**config.mk**
```make
export PLATFORM = sky130hd
export DESIGN_NAME = chi_square_histogram_distance
export DESIGN_NICKNAME = d
export VERILOG_FILES = /design/src/hw/rtl/chisq_pkg.sv /design/src/hw/rtl/chisq_div.sv /design/src/hw/rtl/chi_square_histogram_distance.sv
export SDC_FILE = /design/constraint.sdc
export NUM_CORES = 1
export LEC_CHECK = 0
export ABC_AREA = 1
export BUFFER_PORTS_ARGS = -buffer_cell sky130_fd_sc_hd__buf_2
export CAP_MARGIN = 20
export CORE_MARGIN = 4
export CORE_UTILIZATION = 45
export DETAILED_ROUTE_END_ITERATION = 10
export GPL_TIMING_DRIVEN = 1
export SYNTH_ARGS = -nofsm -noshare
export SYNTH_HDL_FRONTEND = slang
export SYNTH_SLANG_ARGS = --single-unit
```
**constraint.sdc**
```tcl
create_clock -name i_clk -period 6.2 [get_ports i_clk]
set_input_delay 0.31 -clock i_clk [delete_from_list [all_inputs] [get_ports i_clk]]
set_output_delay 0.31 -clock i_clk [all_outputs]
set_load 0.01 [all_outputs]
```
**src/hw/rtl/chisq_pkg.sv**
```systemverilog
`default_nettype none

package chisq_pkg;

    localparam int BIN_W    = 16;
    localparam int NUM_W    = 2 * BIN_W;
    localparam int DEN_W    = BIN_W + 1;
    localparam int QUO_W    = BIN_W;
    localparam int SUM_W    = 28;
    localparam int DIST_W   = SUM_W - 1;
    localparam int CNT_W    = 13;
    localparam int STEP_W   = $clog2(QUO_W);

    localparam int MAX_BINS     = 4096;
    localparam int CNT_FIELD_MX = (1 << CNT_W) - 1;
    localparam int CNT_CEIL_I   = (MAX_BINS > CNT_FIELD_MX) ? CNT_FIELD_MX : MAX_BINS;

    localparam logic [CNT_W-1:0]  CNT_CEIL = CNT_CEIL_I[CNT_W-1:0];
    localparam logic [SUM_W-1:0]  SUM_MAX  = {SUM_W{1'b1}};
    localparam logic [STEP_W-1:0] LAST_STEP = STEP_W'(QUO_W - 1);

    typedef enum logic [2:0] {
        S_IDLE,
        S_SQUARE,
        S_DIVIDE,
        S_EMIT
    } t_state;

endpackage

`default_nettype wire

```
**src/hw/rtl/chisq_div.sv**
```systemverilog
`default_nettype none

// radix-2 restoring divider, one quotient bit per cycle; needs num < den << QUO_W
module chisq_div import chisq_pkg::*; (
    input  wire logic             i_clk,
    input  wire logic             i_rst_n,
    input  wire logic             i_start,
    input  wire logic [NUM_W-1:0] i_num,
    input  wire logic [DEN_W-1:0] i_den,
    output logic                  o_done,
    output logic [QUO_W-1:0]      o_quo
);

    logic [DEN_W-1:0]  r_rem;
    logic [QUO_W-1:0]  r_nq;
    logic [DEN_W-1:0]  r_den;
    logic [STEP_W-1:0] r_step;
    logic              r_busy;
    logic              r_done;

    logic [DEN_W:0]    n_part;
    logic              n_ge;
    logic [DEN_W:0]    n_sub;
    logic [DEN_W-1:0]  n_rem;

    always_comb begin
        n_part = {r_rem, r_nq[QUO_W-1]};
        n_ge   = (n_part >= {1'b0, r_den});
        n_sub  = n_part - {1'b0, r_den};
        n_rem  = n_ge ? n_sub[DEN_W-1:0] : n_part[DEN_W-1:0];
    end

    always_ff @(posedge i_clk) begin
        if (!i_rst_n) begin
            r_busy <= 1'b0;
            r_done <= 1'b0;
            r_step <= '0;
        end else begin
            r_done <= 1'b0;
            if (i_start) begin
                r_busy <= 1'b1;
                r_step <= '0;
            end else if (r_busy) begin
                r_step <= r_step + 1'b1;
                if (r_step == LAST_STEP) begin
                    r_busy <= 1'b0;
                    r_done <= 1'b1;
                end
            end
        end
    end

    always_ff @(posedge i_clk) begin
        if (i_start) begin
            r_rem <= {1'b0, i_num[NUM_W-1:QUO_W]};
            r_nq  <= i_num[QUO_W-1:0];
            r_den <= i_den;
        end else if (r_busy) begin
            r_rem <= n_rem;
            r_nq  <= {r_nq[QUO_W-2:0], n_ge};
        end
    end

    assign o_done = r_done;
    assign o_quo  = r_nq;

endmodule

`default_nettype wire

```
**src/hw/rtl/chi_square_histogram_distance.sv**
```systemverilog
// A result follows its last bin request through square, a 16-step shared divider,
// sum and emit; a pair that sums to zero skips the divider.
// No new bin request is taken until the bin in work is through; a last bin also
// waits in the emit step while the output register holds a stalled result.
// A finished result waits in the output register while the next bins stream in.
// Reset (synchronous, active low) clears the sum, count, flag and all valids.
`default_nettype none

module chi_square_histogram_distance import chisq_pkg::*; (
    input  wire logic              i_clk,
    input  wire logic              i_rst_n,
    input  wire logic              i_in_valid,
    output logic                   o_in_stall,
    input  wire logic [BIN_W-1:0]  i_bin_a,
    input  wire logic [BIN_W-1:0]  i_bin_b,
    input  wire logic              i_last_bin,
    output logic                   o_out_valid,
    input  wire logic              i_out_stall,
    output logic [DIST_W-1:0]      o_distance,
    output logic [CNT_W-1:0]       o_bins_seen,
    output logic                   o_overflowed
);

    t_state            r_state, n_state;
    logic [BIN_W-1:0]  r_diff;
    logic [DEN_W-1:0]  r_den;
    logic              r_last;
    logic [SUM_W-1:0]  r_sum;
    logic [CNT_W-1:0]  r_cnt;
    logic              r_sat;
    logic              r_out_valid;
    logic [DIST_W-1:0] r_distance;
    logic [CNT_W-1:0]  r_bins_seen;
    logic              r_overflowed;

    logic              n_accept;
    logic              n_div_start;
    logic              n_acc_en;
    logic [QUO_W-1:0]  n_term;
    logic              n_load;
    logic [SUM_W:0]    n_sum_wide;
    logic [NUM_W-1:0]  n_square;
    logic              w_div_done;
    logic [QUO_W-1:0]  w_div_quo;

    assign n_accept = i_in_valid && !o_in_stall;
    assign n_square = r_diff * r_diff;

    chisq_div u_div (
        .i_clk   (i_clk),
        .i_rst_n (i_rst_n),
        .i_start (n_div_start),
        .i_num   (n_square),
        .i_den   (r_den),
        .o_done  (w_div_done),
        .o_quo   (w_div_quo)
    );

    always_comb begin
        n_state     = r_state;
        n_div_start = 1'b0;
        n_acc_en    = 1'b0;
        n_term      = '0;
        n_load      = 1'b0;
        unique case (r_state)
            S_IDLE: begin
                if (i_in_valid) n_state = S_SQUARE;
            end
            S_SQUARE: begin
                if (r_den == '0) begin
                    n_acc_en = 1'b1;
                    n_state  = r_last ? S_EMIT : S_IDLE;
                end else begin
                    n_div_start = 1'b1;
                    n_state     = S_DIVIDE;
                end
            end
            S_DIVIDE: begin
                if (w_div_done) begin
                    n_acc_en = 1'b1;
                    n_term   = w_div_quo;
                    n_state  = r_last ? S_EMIT : S_IDLE;
                end
            end
            S_EMIT: begin
                if (!r_out_valid || !i_out_stall) begin
                    n_load  = 1'b1;
                    n_state = S_IDLE;
                end
            end
            default: n_state = S_IDLE;
        endcase
        n_sum_wide = {1'b0, r_sum} + {{(SUM_W + 1 - QUO_W){1'b0}}, n_term};
    end

    always_ff @(posedge i_clk) begin
        if (!i_rst_n) begin
            r_state     <= S_IDLE;
            r_sum       <= '0;
            r_cnt       <= '0;
            r_sat       <= 1'b0;
            r_out_valid <= 1'b0;
        end else begin
            r_state <= n_state;
            if (n_acc_en) begin
                if (n_sum_wide[SUM_W]) begin
                    r_sum <= SUM_MAX;
                    r_sat <= 1'b1;
                end else begin
                    r_sum <= n_sum_wide[SUM_W-1:0];
                end
                if (r_cnt < CNT_CEIL) r_cnt <= r_cnt + 1'b1;
            end
            if (n_load) begin
                r_sum       <= '0;
                r_cnt       <= '0;
                r_sat       <= 1'b0;
                r_out_valid <= 1'b1;
            end else if (!i_out_stall) begin
                r_out_valid <= 1'b0;
            end
        end
    end

    always_ff @(posedge i_clk) begin
        if (n_accept) begin
            r_diff <= (i_bin_a >= i_bin_b) ? (i_bin_a - i_bin_b) : (i_bin_b - i_bin_a);
            r_den  <= {1'b0, i_bin_a} + {1'b0, i_bin_b};
            r_last <= i_last_bin;
        end
        if (n_load) begin
            r_distance   <= r_sum[SUM_W-1:1];
            r_bins_seen  <= r_cnt;
            r_overflowed <= r_sat;
        end
    end

    assign o_in_stall   = (r_state != S_IDLE);
    assign o_out_valid  = r_out_valid;
    assign o_distance   = r_distance;
    assign o_bins_seen  = r_bins_seen;
    assign o_overflowed = r_overflowed;

`ifndef SYNTH
    a_accept_blocks: assert property (@(posedge i_clk) disable iff (!i_rst_n)
        n_accept |=> o_in_stall)
        else $error("request accepted while a bin is still in work");

    a_result_from_emit: assert property (@(posedge i_clk) disable iff (!i_rst_n)
        $rose(o_out_valid) |-> $past(r_state == S_EMIT))
        else $error("result raised outside the emit step");

    a_sat_holds_max: assert property (@(posedge i_clk) disable iff (!i_rst_n)
        r_sat |-> (r_sum == SUM_MAX))
        else $error("saturation flag set but sum below ceiling");

    a_cnt_ceiling: assert property (@(posedge i_clk) disable iff (!i_rst_n)
        r_cnt <= CNT_CEIL)
        else $error("bin count beyond ceiling");

    a_div_idle_start: assert property (@(posedge i_clk) disable iff (!i_rst_n)
        n_div_start |=> (r_state == S_DIVIDE) && !w_div_done)
        else $error("divider launch out of sequence");
`endif

endmodule

`default_nettype wire
```
== Yosys cells after proc, flatten, opt, wreduce, memory -nomap -nowiden ==
Cells that the tools add are included.
Storage, ports and cells
  bits in registers: 177
  output and inout port bits: 43
  logic and storage cells: 82
Cells by class
  add/subtract/negate cells: 7
  $mul: 1
  magnitude comparators: 3
  eq/ne operators: 8
  multiplexer cells: 28
  bitwise gates (word level): 2
  reduce and logical (&&, ||, !) cells: 15
Operators by type and width (count)
  16-bit 2-to-1 mux: 7
  16-bit by 16-bit multiplier with 32-bit output: 1
  16-bit subtractor: 2
  28-bit by 16-bit adder with 29-bit output: 1
  28-bit 2-to-1 mux: 1
  18-bit by 17-bit >= comparator with 1-bit output: 1
  16-bit by 16-bit adder with 17-bit output: 1
  17-bit logical NOT: 1
  17-bit 2-to-1 mux: 1
  17-bit subtractor: 1
  16-bit >= comparator: 1
  13-bit by 1-bit adder with 13-bit output (second input constant): 1
  13-bit less-than comparator (second input constant): 1
  1-bit 2-to-1 mux: 12
  3-bit case mux with 4 select lines: 1
  3-bit 2-to-1 mux: 3
  3-bit by 2-bit == test with 1-bit output (second input constant): 2
  4-bit by 1-bit adder with 4-bit output (second input constant): 1
  4-bit == test (second input constant): 1
  2-bit 2-to-1 mux: 2
  2-bit by 1-bit inequality test with 1-bit output (second input constant): 2
  2-bit inequality test (second input constant): 2
  2-bit AND reduction: 2
  2-bit OR reduction: 2
  other kinds (11): 14

== Depth between registers and ports, before layout ==
Gate-level depths: netlist (run 1).
  depth after elaboration: 5
  gate-level depth with buffers: 28
  gate-level depth less buffers: 26

== Modules after synthesis ==
From an unflattened synthesis (run 1), not the netlist that was laid out.
Second synthesis, totals
  cell total of the unflattened synthesis: 2631
  area total of the unflattened synthesis: 19835.3 um^2
By module, submodules not included
  chi_square_histogram_distance: times used 1, cells each 2170, area each 16158.0 um^2, seq. area each 3123.0 um^2
  chisq_div: times used 1, cells each 461, area each 3677.3 um^2, seq. area each 1611.5 um^2

== Least setup slack after synthesis (run 1) ==
No wires, ideal clock.
  path type: flip-flop to flip-flop
  from: register r_diff[1]
  to: register u_div.r_rem[13], data pin
  library setup time: 253 ps
  arrival time: 5380 ps
  required time: 5947 ps
  path slack: 567 ps
  cell stages (with the launch flop): 22
  cells stage by stage: edfxtp_1 > clkbuf_1 > buf_1 > nand2_1 > fa_1 > inv_1 > fa_1 > fa_1 > fa_1 > fa_1 > inv_1 > fa_1 > inv_1 > ha_1 > a21oi_1 > o21ai_0 > a21oi_1 > nor2_1 > nor2_1 > nand3_1 > nand3_1 > nand2_1
On the way
  longest elaborated chain between the ends: 2
RTL lines
  start: declaration: RTL line chi_square_histogram_distance.sv:25  | logic [BIN_W-1:0] r_diff;
  start signal: assignment: RTL line chi_square_histogram_distance.sv:127  | r_diff <= (i_bin_a >= i_bin_b) ? (i_bin_a - i_bin_b) : (i_bin_b - i_bin_a);
  16-bit by 16-bit multiplier with 32-bit output: RTL line chi_square_histogram_distance.sv:47  | assign n_square = r_diff * r_diff;
  16-bit 2-to-1 mux: RTL line chisq_div.sv:54  | if (i_start) begin
  end signal: assignment: RTL line chisq_div.sv:55  | r_rem <= {1'b0, i_num[NUM_W-1:QUO_W]};
  end signal: assignment: RTL line chisq_div.sv:59  | r_rem <= n_rem;
  end: declaration: RTL line chisq_div.sv:14  | logic [DEN_W-1:0] r_rem;
No other way between the ends.
A chain may end at the register's enable or synchronous reset.

== Final worst setup path (run 1) ==
  from: register r_diff[1]
  to: register u_div.r_rem[7], data pin
Same word-level chain as after synthesis.

==> flow_summary.toml, run 1 <==
[status]
status = "complete, no violations"

[worst_setup_path]
cp_cell_sequence = "buf_4, nand2_1, inv_1, fa_1, inv_1, fa_1, inv_1, fa_1, inv_1, fa_1, inv_1, fa_1, fa_1, ha_1, nand2_1, nor2_1, nand3_1, nand3_1, nand3_1, nand2_1, nand2_1, nand3_1, nand2_1"
crit_top_cell = "fa_1"
cp_top_family = "adder cells"
slowest_delay_ps = 560
r2r.worst_path.cells = 23
r2r_start = "r_diff[1]"
critical_path_arrival_ps = 6160
cp_max_fo = 13
cpMaxStageDelayCell = "edfxtp_1"
critical_path_buf_inv_count = 6
crit_path_end_kind = "flip-flop"
r2r_end = "u_div.r_rem[7]"
worstPathRequired_ps = 6400
worst-setup-path-type = "flip-flop to flip-flop"
critPathLaunchType = "flip-flop"
r2r_slack_ps = 250

[global_routing]
grt_pass1_wl_um = 81900
grt.total_usage_pct = 21.5
antenna_found_initial = 0
grt_pass1_vias = 16200
grt_max_degree = 45
overflow = 0

[flow_run]
drv_cap = 0

[synthesis]
synth.avg_cell_area_um2 = 7.62
yosys_warnings = 0
yosys_register_bits = 175
ys_seq_area_share_pct = 24.3
synth_area_um2 = 19500
synthArstFlopShare_pct = 0
synth.distinct_cells = 46
synthFlopType = "edfxtp_1"
synth_common_cells = "645 x nand2_1, 558 x inv_1, 189 x ha_1"
synth_edf_count = 123
syn_inst = 2561
synth_nets = 2956
synth_top_area_cell = "edfxtp_1"
synth.area.top_cells = "edfxtp_1 19%, fa_1 17%, nand2_1 12%"
yosysTopAreaCellShare_pct = 18.9
synth_most_common_cell = "nand2_1"

[sta]
max-slew-margin-rel_pct = 28.9
maxSlewViolCount = 0
period_needed_ps = 5950
fin_setup_tns_ps = 0
tightest_slew_ps = 1060
skew_ps = 14.6
fin_crit_sh_pct = 96.0
hold_violations = 0
fmaxAchievable_mhz = 168
setup_viol = 0

[placed_design]
gp_congestion = 0.927
placed_cells = 3183
place_area_um2 = 20500
hpwl_um = 41000
port-buffer-count = 79

[route]
drc = 0
totalWireLength_um = 50000
drt-wirelength-per-cell_um = 15.4
vias = 16300
drt_first_iter_violations = 883
vias_per_cell = 5.03
dr.pass1.iters = 6
detail-route-antenna-nets = 0

[hold_path]
hold_class = "input port to flip-flop"
holdPathStages = 1
hold_end = "r_last"
hold_path.startpoint = "i_last_bin"

[floorplan]
rows = 76
dieWidth_um = 216
die_y_um = 216
core-area_um2 = 43000
initial_core_util_pct = 45.4
ios = 80
dieArea_um2 = 46700

[finish]
nets = 3044
stdcell_count = 3247
antenna_cells = 0
syn_to_final_growth_pct = 9.62
stdcell_area_um2 = 21400
layout-drive-gt1-share_pct = 7.10

[clock_network]
tritoncts = "yes"
cts_buffer_depth = 2
cts_max_level = 4
cts_root_buf = "clkbuf_16"
clk-insertion-delay-late_ps = 450
clkTransAtPathRegs_ps = 70
cts_buffers = 17
cts_sinks = 175
flip-flops by register name, indices dropped and copies added (netlist names):
signal	cells
u_div.o_quo	16
u_div.o_done	1
r_last	1
o_distance	27
r_den	16
r_cnt	13
u_div.r_den	17
u_div.r_step	4
o_out_valid	1
r_diff	16
o_bins_seen	13
r_state	2
u_div.r_busy	1
r_sat	1
u_div.r_rem	17
r_sum	28
o_overflowed	1
metal layers:
| layer | vias up | share of wire, % | global-route usage, % |
|---|---|---|---|
| li1 | 8111 | - | - |
| met1 | 7811 | 43 | 27.1 |
| met2 | 358 | 51 | 39.2 |
| met3 | 63 | 3.2 | 2.29 |
| met4 | 0 | 2.6 | 6.44 |
| met5 | - | 0 | 0 |
cells by family after synthesis:
group | Yosys count | share of synthesized area [%]
AO/OA/AOI/OAI | 274 | 7.74
XOR/XNOR | 90 | 4.04
adder cells (fa/ha/maj) | 358 | 29.5
buffers and inverters | 628 | 12.5
flip-flops | 175 | 24.3
multiplexers | 1 | 0.0577
AND/OR/NAND/NOR | 1035 | 21.9
final cells by class:
class | count | area, µm²
clock buffer | 21 | 460
fill | 4313 | 21600
multi-input combinational | 1758 | 12400
timing repair buffer | 135 | 841
inverter | 562 | 2110
sequential | 175 | 4730
clock inverter | 11 | 153
tap | 585 | 732
stage by stage:
| stage | hold WS [ps] | setup WS, ps | utilization [%] |
|---|---|---|---|
| detailed placement | 419 | -15.9 | 47.7 |
| global route | 29.4 | -11.4 | 49.7 |
| global placement | 415 | 82.4 | 47.7 |
| floorplan | 408 | 567 | - |
| finish | 38.2 | 246 | 49.7 |
| CTS | 12.2 | 36.5 | 49.3 |
worst max-delay path by stage:
stage | to | cells after the start | startpoint
3_3_place_gp | u_div.r_rem[4] | 17 | r_diff[7]
5_1_grt | u_div.r_rem[8] | 20 | r_diff[14]
6_report | u_div.r_rem[7] | 23 | r_diff[1]
4_1_cts | u_div.o_quo[15] | 18 | r_diff[10]
3_5_place_dp | u_div.o_quo[15] | 16 | r_diff[8]
2_1_floorplan | u_div.r_rem[13] | 21 | r_diff[1]
placed cells by master (no fill, tap or decap), types with 52 or more instances in the layout:
cell type | Yosys | final
nand2_1 | 645 | 644
inv_1 | 558 | 558
ha_1 | 189 | 189
nor2_1 | 175 | 172
fa_1 | 169 | 169
a21oi_1 | 123 | 123
edfxtp_1 | 123 | 123
nand3_1 | 119 | 119
o21ai_0 | 90 | 88
buf_2 | 19 | 79
xor2_1 | 63 | 63
buf_4 | 4 | 54
dfxtp_1 | 52 | 52
repair_timing:
item | in CTS | in global routing
pin swaps | 0 | 1
resized for setup | 0 | 5
setup endpoints to repair | 2 | 14
buffers inserted | 11 | 21
hold buffers | 0 | 0
Power of run 1 is not shown: default switching activity piles up to over one toggle a cycle in this logic, so the estimate is an artifact.
==> inputs of run 2 (changes only) <==
--- a/config.mk
+++ b/config.mk
@@ -9,9 +9,11 @@
 export BUFFER_PORTS_ARGS = -buffer_cell sky130_fd_sc_hd__buf_2
 export CAP_MARGIN = 20
 export CORE_MARGIN = 4
-export CORE_UTILIZATION = 45
+export CORE_UTILIZATION = 55
+export CTS_BUF_LIST = sky130_fd_sc_hd__clkbuf_8
 export DETAILED_ROUTE_END_ITERATION = 10
 export GPL_TIMING_DRIVEN = 1
+export PLACE_DENSITY = 0.72
 export SYNTH_ARGS = -nofsm -noshare
 export SYNTH_HDL_FRONTEND = slang
 export SYNTH_SLANG_ARGS = --single-unit
==> flow_summary.toml, run 2 (synthesis gave the netlist of run 1 again) <==
[finish]
stdcell_area_um2 = 20900
layout_commonest_cell = "nand2_1"
stdcell_count = 3112
final_cell_mix = "645 x nand2_1, 560 x inv_1, 189 x ha_1"
layout-drive-gt1-share_pct = 6.81
regMostFlops = "r_sum"
syn_to_final_growth_pct = 7.37
largest_reg_flops = 28
nets = 3038

[sta]
grt_setup_unrepaired = "false"
skew_ps = 21.8
fin_setup_tns_ps = 0
hold_violations = 0
max-slew-margin-rel_pct = 36.8
tightest_slew_ps = 945
period_needed_ps = 5990
whs_ps = 115
maxSlewViolCount = 0
fin_crit_sh_pct = 96.6
fmaxAchievable_mhz = 167
setup_viol = 0

[clock_network]
cts_buffers = 17
clk-insertion-delay-late_ps = 480
tritoncts = "yes"
clkTransAtPathRegs_ps = 110
cts_buffer_depth = 2
cts_max_level = 4
cts_sinks = 175
cts_root_buf = "clkbuf_8"

[route]
dr.pass1.iters = 5
drt_first_iter_violations = 895
vias = 16400
totalWireLength_um = 48000
detail-route-antenna-nets = 0
drc = 0
vias_per_cell = 5.27
drt-wirelength-per-cell_um = 15.4

[global_routing]
grt_pass1_wl_um = 78600
overflow = 0
antenna_found_initial = 0
grt_max_degree = 45
grt_pass1_vias = 16200
grt.total_usage_pct = 24.9

[status]
status = "complete, no violations"

[placed_design]
hpwl_um = 39100
place_area_um2 = 20400
placed_cells = 3054
port-buffer-count = 79
gp_congestion = 0.955

[worst_setup_path]
cp_top_family = "adder cells"
worstPathRequired_ps = 6430
slowest_delay_ps = 640
cpMaxStageDelayCell = "edfxtp_1"
crit_top_cell = "fa_1"
worst-setup-path-type = "flip-flop to flip-flop"
cp_cell_sequence = "nand2_1, fa_1, inv_1, fa_1, fa_1, fa_1, fa_1, inv_1, fa_1, inv_1, ha_1, nand2_1, nor2_1, inv_1, nor3_1, o21ai_0, nand3_1, nand2_1, nand3_1, nand2_1"
cp_max_fo = 9
critical_path_arrival_ps = 6220
critPathLaunchType = "flip-flop"
critical_path_buf_inv_count = 4
crit_path_end_kind = "flip-flop"

[floorplan]
rows = 68
initial_core_util_pct = 56.1
dieWidth_um = 196
core-area_um2 = 34800
ios = 80
dieArea_um2 = 38500
die_y_um = 196

[flow_run]
drv_cap = 0

[hold_path]
hold_class = "input port to flip-flop"
==> run 2: cell count changes in the layout (fill, tap and decap cells not counted), sizes merged <==
| cell | delta |
|---|---|
| dlygate4sd3 | +1 |
| buf | -7 |
| diode | +1 |
| bufinv | -1 |
| clkinv | -1 |
| inv | +6 |
| clkbuf | -4 |
==> run 2: tightest hold or removal path, cell delays in order <==
cell and delay, ps:
buf_2 90, nand2_1 70, a21oi_1 60
==> run 2: final timing paths <==
| kind | start | endpoint | slack [ps] | depth (start not counted) |
|---|---|---|---|---|
| worst min-delay path | i_out_stall | o_out_valid | 110 | 3 |
| worst max register to register | r_diff[4] | u_div.r_rem[8] | 210 | 20 |
| worst max-delay path | r_diff[4] | u_div.r_rem[8] | 210 | 20 |
| worst min register to register | r_sat | o_overflowed | 410 | 0 |
==> run 2: per-stage QoR <==
| step | utilization, % | setup slack (ps) |
|---|---|---|
| after floorplan | - | 567 |
| after global routing | 60.2 | 10.4 |
| after CTS | 59.7 | 36.9 |
| after global placement | 58.5 | 81.5 |
| after detailed placement | 58.5 | 2.88 |
| final | 60.2 | 208 |
==> run 2: metal layers <==
metal	track usage [%]	part of all wire, %
met2	44.2	51
met3	2.87	4.2
met1	31.6	42
met4	8.87	3.0
met5	0	0
==> run 2: area by class of cell <==
class | instances | area (µm²)
clock buffers | 17 | 234
repair buffers | 129 | 786
well taps | 455 | 569
clock inverters | 15 | 159
fillers | 3222 | 13900
flip-flops and latches | 175 | 4730
multi-input cells | 1758 | 12300
diodes | 1 | 2.50
inverters | 562 | 2110
==> run 2: what timing repair did <==
item                                   CTS  global route
setup endpoints to repair                1            14
hold buffers                             1             0
endpoints found under the hold margin    1             0
resized for setup                        0             3
gates cloned                             0             0
setup buffers                            3            21
Power of run 2 is left out for the same reason.
==> inputs of run 3 (changes only) <==
--- a/config.mk
+++ b/config.mk
@@ -14,6 +14,7 @@
 export DETAILED_ROUTE_END_ITERATION = 10
 export GPL_TIMING_DRIVEN = 1
 export PLACE_DENSITY = 0.72
+export SETUP_SLACK_MARGIN = 0.4
 export SYNTH_ARGS = -nofsm -noshare
 export SYNTH_HDL_FRONTEND = slang
 export SYNTH_SLANG_ARGS = --single-unit
==> flow_summary.toml, run 3 (synthesis gave the netlist of run 1 again) <==
[status]
status = "complete, no violations"

[finish]
final_cell_mix = "623 x nand2_1, 558 x inv_1, 177 x ha_1"
layout_commonest_cell = "nand2_1"
multi_input_area_um2 = 12700
syn_to_final_growth_pct = 10.2
regArea_um2 = 4730
nFillCells = 3161
regMostFlops = "r_sum"
largest_reg_flops = 28
final_util_pct = 61.8
layout-drive-gt1-share_pct = 10.1
nets = 3055

[worst_setup_path]
cp_max_fo = 11
critical_path_buf_inv_count = 6
r2r_start = "r_diff[8]"
slowest_delay_ps = 540
r2r.worst_path.cells = 23
cpMaxStageDelayCell = "fa_1"
crit_top_cell = "fa_1"
worst-setup-path-type = "flip-flop to flip-flop"
critPathLaunchType = "flip-flop"
cp_cell_sequence = "buf_12, nand2_1, inv_1, fa_1, inv_1, fa_1, fa_1, inv_1, fa_1, fa_1, inv_1, fa_1, inv_1, ha_4, nand2_2, a21oi_1, nor2_2, nand2_2, nand3_1, nand2_1, nand2_1, nand3_1, nand2_1"
r2r_end = "u_div.r_rem[6]"
crit_path_end_kind = "flip-flop"
worstPathRequired_ps = 6440
cp_top_family = "adder cells"
critical_path_arrival_ps = 5870
r2r_slack_ps = 570

[clock_network]
cts_buffer_depth = 2
cts_root_buf = "clkbuf_8"
tritoncts = "yes"
clk-insertion-delay-late_ps = 480
cts_sinks = 175
cts_buffers = 17
clkTransAtPathRegs_ps = 110
cts_max_level = 4

[route]
detail-route-antenna-nets = 0
dr.pass1.iters = 7
totalWireLength_um = 48400
drc = 0
vias_per_cell = 5.28
drt-wirelength-per-cell_um = 15.5
vias = 16500
drt_first_iter_violations = 812

[global_routing]
grt.total_usage_pct = 25.1
met3_usage_pct = 2.97
antenna_found_initial = 0
grt-busiest-layer = "met2"
grt_pass1_vias = 16400
overflow = 0
grt_max_degree = 45
grt_pass1_wl_um = 79100
grt_use_met1_pct = 31.5
gr-usage-met2_pct = 44.8

[floorplan]
dieWidth_um = 196
initial_core_util_pct = 56.1
ios = 80
core-area_um2 = 34800
dieArea_um2 = 38500
die_y_um = 196
rows = 68

[flow_run]
drv_cap = 0

[sta]
skew_ps = 20.6
setup_viol = 0
max-slew-margin-rel_pct = 36.5
fmaxAchievable_mhz = 178
fin_setup_tns_ps = 0
period_needed_ps = 5630
tightest_slew_ps = 950
hold_violations = 0
maxSlewViolCount = 0
fin_crit_sh_pct = 90.9
whs_ps = 109
fin_ws_ps = 567
grt_setup_unrepaired = "true"

[hold_path]
hold_path.startpoint = "i_out_stall"
holdPathStages = 3
hold_class = "input port to flip-flop"
hold_end = "o_out_valid"

[placed_design]
gp_congestion = 0.955
preCtsSetupSlack_ps = 2.88
port-buffer-count = 79
hpwl_um = 39100
-- run 3: worst reg2reg max path, stage by stage, from the launching register on --
cell      delay (ps)
edfxtp_1         480
buf_12           190
nand2_1          110
inv_1             70
fa_1             500
inv_1             50
fa_1             500
fa_1             540
inv_1             50
fa_1             460
fa_1             540
inv_1             50
fa_1             530
inv_1             70
ha_4             300
nand2_2          100
a21oi_1          190
nor2_2            80
nand2_2          120
nand3_1          110
nand2_1           80
nand2_1           50
nand3_1          130
nand2_1           90
-- run 3: how the worst max path moves through the flow --
| stage | startpoint | endpoint | slack, ps | cells past startpoint |
|---|---|---|---|---|
| finish | r_diff[8] | u_div.r_rem[6] | 570 | 23 |
| global route | r_diff[12] | u_div.r_rem[13] | 350 | 21 |
| CTS | r_diff[13] | u_div.r_rem[5] | 420 | 21 |
| detailed placement | r_diff[10] | u_div.o_quo[15] | 3 | 18 |
| global placement | r_diff[10] | u_div.o_quo[15] | 80 | 18 |
| floorplan | r_diff[1] | u_div.r_rem[13] | 570 | 21 |
-- run 3: cell type report --
| cell class | instances | area share [%] |
|---|---|---|
| well taps | 455 | 2.65 |
| diodes | 1 | 0.0116 |
| multi-input cells | 1758 | 59.2 |
| clock buffers | 17 | 1.09 |
| flip-flops and latches | 175 | 22.0 |
| clock inverters | 15 | 0.739 |
| inverters | 562 | 9.81 |
| repair buffers | 146 | 4.51 |
-- run 3: what timing repair did --
action,CTS,global route
hold buffers,1,0
gates resized for setup,14,98
pin swaps,0,31
setup endpoints to repair,19,20
hold endpoints to repair,1,0
setup buffers,32,9
-- run 3: per-stage QoR --
step / cells / instance area (µm²)
2_1_floorplan: 2561 / 19500
3_3_place_gp: 3054 / 20400
3_5_place_dp: 3054 / 20400
4_1_cts: 3119 / 21100
5_1_grt: 3128 / 21500
6_report: 3129 / 21500
-- run 3: metal layers --
| metal | wire, µm | vias up |
|---|---|---|
| met4 | 1720 | 0 |
| met5 | 0 | - |
| met2 | 24600 | 430 |
| li1 | - | 8138 |
| met1 | 20200 | 7847 |
| met3 | 1970 | 103 |
Power of run 3 is left out for the same reason.
